`src/rtl/core/rgbyp_pkg.sv`:
```
package rgbyp_pkg;

    // Field and arithmetic widths
    localparam int CHANNEL_BITS  = 16;
    localparam int FRACTION_BITS = 15;
    localparam int COEF_BITS     = 16;
    localparam int LANES         = 3;

    // Quotient bits of the normalizing divide: fraction reaches 1.0 = 2^F
    localparam int DIV_STEPS = FRACTION_BITS + 1;
    localparam int DIV_W     = CHANNEL_BITS + DIV_STEPS;

    // Matrix arithmetic
    localparam int X_BITS    = CHANNEL_BITS + 1;
    localparam int K_BITS    = 18;
    localparam int PROD_BITS = X_BITS + K_BITS;
    localparam int SUM_BITS  = PROD_BITS + 2;

    // Inverse scaling: fraction in Q.(F+16) times full scale
    localparam int INV_SHIFT     = FRACTION_BITS + COEF_BITS;
    localparam int INV_PROD_BITS = INV_SHIFT + CHANNEL_BITS;

    localparam logic [CHANNEL_BITS-1:0] SCALE_RESET = CHANNEL_BITS'(255);

    // Conversion direction codes
    localparam logic KIND_FWD = 1'b0;
    localparam logic KIND_INV = 1'b1;

    // Q.16 matrices, [kind][row][col]
    // forward: rows Y, Pb, Pr over cols R, G, B
    // inverse: rows R, G, B over cols Y, Pb, Pr
    localparam logic signed [K_BITS-1:0] COEF [2][3][3] = '{
        '{ '{ 19595,  38470,   7471},
           '{-11058, -21710,  32768},
           '{ 32768, -27439,  -5329} },
        '{ '{ 65536,      0,  91881},
           '{ 65536, -22553, -46802},
           '{ 65536, 116130,      0} }
    };

    typedef struct packed {
        logic                           kind;
        logic        [CHANNEL_BITS-1:0] red;
        logic        [CHANNEL_BITS-1:0] green;
        logic        [CHANNEL_BITS-1:0] blue;
        logic        [CHANNEL_BITS-1:0] luma;
        logic signed [CHANNEL_BITS-1:0] blue_diff;
        logic signed [CHANNEL_BITS-1:0] red_diff;
    } pix_in_t;

    typedef struct packed {
        logic        [CHANNEL_BITS-1:0] luma_out;
        logic signed [CHANNEL_BITS-1:0] blue_diff_out;
        logic signed [CHANNEL_BITS-1:0] red_diff_out;
        logic        [CHANNEL_BITS-1:0] red_out;
        logic        [CHANNEL_BITS-1:0] green_out;
        logic        [CHANNEL_BITS-1:0] blue_out;
    } pix_out_t;

    // One beat inside the divider: partial remainder over quotient bits,
    // or the raw inverse inputs in the low half
    typedef struct packed {
        logic                         kind;
        logic [LANES-1:0][DIV_W-1:0] w;
    } div_beat_t;

endpackage

```
`src/rtl/core/rgbyp_div_stage.sv`:
```
module rgbyp_div_stage (
    input  logic                               clk,
    input  logic                               rst_n,
    input  logic                               adv,
    input  logic [rgbyp_pkg::CHANNEL_BITS-1:0] scale,
    input  logic                               in_valid,
    input  rgbyp_pkg::div_beat_t               in_beat,
    output logic                               out_valid,
    output rgbyp_pkg::div_beat_t               out_beat
);
    import rgbyp_pkg::*;

    logic      valid_reg;
    div_beat_t beat_reg;
    div_beat_t beat_next;
    logic [DIV_W:0]        shifted [LANES];
    logic [CHANNEL_BITS:0] hi      [LANES];

    // Forward restoring step per lane: shift in a dividend bit, subtract on fit
    always_comb
    begin
        beat_next = in_beat;
        for (int l = 0; l < LANES; l++)
        begin
            shifted[l] = {in_beat.w[l], 1'b0};
            hi[l]      = shifted[l][DIV_W:DIV_W-CHANNEL_BITS];
            if (in_beat.kind == KIND_FWD)
            begin
                if (hi[l] >= {1'b0, scale})
                begin
                    shifted[l][DIV_W:DIV_W-CHANNEL_BITS] = hi[l] - {1'b0, scale};
                    shifted[l][0] = 1'b1;
                end
                beat_next.w[l] = shifted[l][DIV_W-1:0];
            end
        end
    end

    always_ff @(posedge clk or negedge rst_n)
    begin
        if (!rst_n)
        begin
            valid_reg <= 1'b0;
        end
        else if (adv)
        begin
            valid_reg <= in_valid;
        end
    end

    always_ff @(posedge clk)
    begin
        if (adv)
        begin
            beat_reg <= beat_next;
        end
    end

    assign out_valid = valid_reg;
    assign out_beat  = beat_reg;

endmodule

```
`config.mk`:
```
export PLATFORM = sky130hd
export DESIGN_NAME = rgbyp_div_stage
export DESIGN_NICKNAME = d
export VERILOG_FILES = /design/src/rtl/core/rgbyp_pkg.sv /design/src/rtl/core/rgbyp_div_stage.sv
export SDC_FILE = /design/constraint.sdc
export NUM_CORES = 1
export LEC_CHECK = 0
export BUFFER_PORTS_ARGS = -buffer_cell sky130_fd_sc_hd__buf_2
export CORE_UTILIZATION = 57
export CTS_BUF_LIST = sky130_fd_sc_hd__clkbuf_16
export DETAILED_ROUTE_END_ITERATION = 12
export GPL_ROUTABILITY_DRIVEN = 0
export PLACE_DENSITY = 0.95
export SYNTH_ARGS = -nofsm -noshare
export SYNTH_HDL_FRONTEND = slang
export SYNTH_SLANG_ARGS = --single-unit
```
`constraint.sdc`:
```
create_clock -name clk -period 1 [get_ports clk]
set_input_delay 0.15 -clock clk [delete_from_list [all_inputs] [get_ports clk]]
set_output_delay 0.15 -clock clk [all_outputs]
set_load 0.005 [all_outputs]
```
==> results of run 1 <==
logic make-up after synthesis:
group | Yosys count
buf+inv | 61
compound gates | 175
mux | 80
xor+xnor | 34
simple gates | 153
flops | 98
fa+ha+maj | 51
synth_stat cells, types with 11 or more instances:
cell type and instances:
edfxtp_1 97, a21oi_1 49, ha_1 48, mux2_2 48, nand2_1 46, nor2_1 42
inv_1 35, mux2i_1 31, xnor2_1 24, o21ai_0 23, clkbuf_1 17, nand3_1 15
o21ai_1 13, nor3_1 11
routing by layer:
metal	GRT usage [%]	overflow
met1	88.56	7
met2	132.2	805
met3	73.38	7
met4	115.7	217
met5	33.73	2
per-stage QoR:
stage | area, um^2 | worst slack [ps] | util [%] | hold slack (ps)
floorplan | 7391 | -1159 | - | -145.6
global placement | 10000 | -1469 | 83.60 | -75.63
detailed placement | 10000 | -1565 | 83.60 | -74.39
CTS | 10990 | -1069 | 91.89 | 49.40
timing repair:
item                                    in CTS
gates resized for setup                     97
cloned                                       1
setup buffers                               23
pin swaps                                   40
hold endpoints to repair                     1
hold buffers                                 1
endpoints found under the setup margin     120
==> flow_summary.toml, run 1 <==
[floorplanning]
start_util_pct = 58.23
die_x_um = 112.5
num_rows = 40
die_h_um = 112.5
ioPinCount = 215

[synthesis]
ys_top_cells_by_area = "edfxtp_1, ha_1, mux2_2"
avgSynthCellArea_um2 = 10.68
syn-num-nets = 820
synth-edff-count = 97
syn_inst = 652
ys_seq_elements = 98
ys_async_sr_fraction_pct = 1.020
yosysWarnings = 0
synth_xor_xnor_area_share_pct = 4.275
synth_compound_area_share_pct = 17.39
synth.cell_area_mm2 = 0.006965
synth_top_family_by_area = "compound AO/OA/AOI/OAI gates"
yosysTopAreaCellShare_pct = 41.82
post_synth_num_cell_types = 69
synth_top_area_cell = "edfxtp_1"
ys_seq_area_share_pct = 42.18
yosys.area_share.simple_pct = 10.42
synthAdderAreaFrac_pct = 9.484
synthMuxAreaShare_pct = 12.38
synth_flop_cell = "edfxtp_1"

[clocking]
h-tree-depth = 3
clockBufferDepth = 2
cts_sinks = 98
cts_buffers = 9
clock-root-buffer = "clkbuf_16"

[run_status]
outcome = "did not finish"
error_line = "[ERROR GRT-0232] Routing congestion too high. Check the congestion heatmap in the GUI."
flow.stopped_at = "5_1_grt"

[sta]
crit_endpoint = "out_beat[88]$_DFFE_PP_/D"
worst_path_end_type = "sequential cell input"

[placed_design]
port_buffers = 214
placed_cells = 1182
hpwl_mm = 18.56

[grt]
grt_max_degree = 43
gr-total-overflow = 1038
track_usage_pct = 99.66
==> inputs of run 2 (changes only) <==
- CORE_UTILIZATION: 57 -> 40
- CTS_BUF_LIST: sky130_fd_sc_hd__clkbuf_16 -> unset
- PLACE_DENSITY: 0.95 -> unset
- PLACE_DENSITY_LB_ADDON: unset -> 0.15
==> run 2 against run 1 <==
Compared with the run above: the flow now finishes, with violations (negative setup slack); area after synthesis unchanged; synthesized cell count unchanged.
==> flow_summary.toml, run 2 <==
[final_layout]
diodes = 0
nets = 1272
area_delta_synth_final_pct = 70.63
largest_reg_flops = 97
drive_above_1_share_pct = 61.14
mostFrequentLayoutCell = "buf_4"
layout_common_cells = "buf_4, buf_2, edfxtp_1"
finalCoreUtilization_pct = 70.67

[hold_path]
hold_class = "in2reg"
min_from = "in_valid"

[synthesis]
ys_async_sr_fraction_pct = 1.020
post_synth_num_cell_types = 69
ys_top_cells_by_area = "edfxtp_1, ha_1, mux2_2"
ys_seq_elements = 98
ys_seq_area_share_pct = 42.18
syn-num-nets = 820
syn_inst = 652
synth.most_common_cell = "edfxtp_1"
synth_top_area_cell = "edfxtp_1"
synth_flop_cell = "edfxtp_1"
avgSynthCellArea_um2 = 10.68
yosysTopAreaCellShare_pct = 41.82
synthTopCellsByCount = "edfxtp_1, a21oi_1, ha_1, mux2_2, nand2_1"
synth.cell_area_mm2 = 0.006965
yosysWarnings = 0
synth-edff-count = 97

[placed_design]
port_buffers = 214
hpwl_mm = 17.75

[critical_path]
startpoint = "scale[10]"
r2r_slack_ps = 20
crit_arrival_ps = 2330
critPathLaunchType = "input pin"
required_ps = 1210
r2r-start = "out_valid$_DFFE_PN0P_"
crit_type = "in2reg"
cp-end-kind = "flop"
path_max_fanout = 4

[route]
wl_per_cell_um = 18.33
num_vias = 7099
drt_first_pass_iters = 5
first_iter_violations = 376
met2WireLength_mm = 12.30
antenna_left = 0
viasPerCell = 5.342
wirelength_mm = 24.36
dr_wl_met3_mm = 1.164
highest_layer = "met4"
m1WireLength_mm = 10.17
drc = 0

[clocking]
clk_pin_slew_ps = 80
clock-root-buffer = "clkbuf_16"
cts_tree = "done"
clkLatencyLatePin_ps = 350
cts_buffers = 9
cts_sinks = 98
clockBufferDepth = 2
h-tree-depth = 3

[grt]
track_usage_pct = 25.97
gr-total-overflow = 0
first_global_vias = 7164
grt_max_degree = 40
grt_pass1_wl_mm = 36.34
grt_antenna_before_repair = 0

[floorplanning]
coreArea_mm2 = 0.01682
ioPinCount = 215
num_rows = 47
start_util_pct = 41.41
design.die.area_mm2 = 0.01795
die_h_um = 134.0
die_x_um = 134.0

[pwr]
power.total_mw = 14.67
peakVddDrop_uv = 875.9
leakage_nw = 5.178
powerDensity_mw_per_mm2 = 1235

[sta]
skew_ps = 0
setup-violations-final = 88
min_period_ps = 2122
tightest_slew_ps = 521.7
rsz0062_at_grt = "yes"
fin_ws_ps = -1122
fmax_ghz = 0.4714
hold_viol_final = 0
period_share_pct = 212.2
slew_violations = 0
slew_headroom_pct = 64.96

[run_status]
outcome = "finished with violations"
violations = "negative setup slack"

[run]
maxCapViolCount = 0
## run 2: cell counts after synthesis
Identical to the previous run, type by type.
## run 2: logic make-up (layout without fill, tap and decap cells)
| family | Yosys count | in the layout | synth area share [%] |
|---|---|---|---|
| AND/OR/NAND/NOR | 153 | 153 | 10.42 |
| multiplexers | 80 | 80 | 12.38 |
| adder cells (fa/ha/maj) | 51 | 51 | 9.485 |
| AO/OA/AOI/OAI | 175 | 175 | 17.39 |
| buffers and inverters | 61 | 518 | 3.880 |
| XOR/XNOR | 34 | 34 | 4.275 |
| flip-flops | 98 | 98 | 42.18 |
## run 2: critical path, cell delays in order
cell and delay [ps]:
buf_6 70, clkinvlp_4 170, ha_4 340, buf_4 120, inv_1 60, nor3_1 450, a31oi_4 220, buf_6 190
or3_4 390, a31oi_4 150
## run 2: stage by stage
step / std cells / setup slack (ps) / instance area (um^2) / setup TNS, ps / hold WS (ps)
after global placement: 1263 / -1456 / 10140 / -77430 / -74.64
final: 1329 / -1122 / 11890 / -52790 / 43.13
after detailed placement: 1263 / -1566 / 10140 / -81170 / -73.93
after CTS: 1313 / -1054 / 11340 / -51200 / 32.50
after floorplan: 652 / -1159 / 7391 / -54350 / -145.6
after global routing: 1329 / -1174 / 11890 / -58080 / 41.34
## run 2: what timing repair did
action / 4_1_cts / 5_1_grt
setup buffers: 32 / 20
gates cloned: 1 / 0
pin swaps: 52 / 63
gates resized for setup: 125 / 87
hold endpoints to repair: 1 / 0
endpoints found under the setup margin: 117 / 149
hold buffers: 1 / 0
## run 2: path summary, 6_finish.rpt
kind | to | cells after the start
setup reg to reg | out_valid$_DFFE_PN0P_ | 3
hold / removal | out_valid$_DFFE_PN0P_ | 2
min in group asynchronous | out_valid$_DFFE_PN0P_ | 2
setup / recovery | out_beat[51]$_DFFE_PP_ | 10
max in group asynchronous | out_valid$_DFFE_PN0P_ | 2
hold reg to reg | out_valid$_DFFE_PN0P_ | 3
## run 2: metal layers
layer | vias up | GRT usage (%)
met3 | 51 | 3.590
li1 | 3386 | -
met2 | 268 | 46.29
met1 | 3394 | 31.53
met4 | 0 | 10.16
met5 | - | 0
## run 2: power by group
part,leakage (nW),internal (mW),total (mW),switching (mW)
clock,0.139,1.98,3.67,1.69
sequential,0.961,5.06,5.17,0.110
combinational,4.08,3.11,5.84,2.73
total,5.18,10.1,14.7,4.53
## run 2: layout make-up
type | count | area (um^2)
clock buffer | 10 | 229.0
fill | 1222 | 4933
inverter | 35 | 175.2
multi-input combinational | 493 | 4861
timing repair buffer | 467 | 3332
sequential | 98 | 2938
tap | 220 | 275.3
clock inverter | 6 | 75.07
No activity file was read; power rests on OpenSTA's default activity.
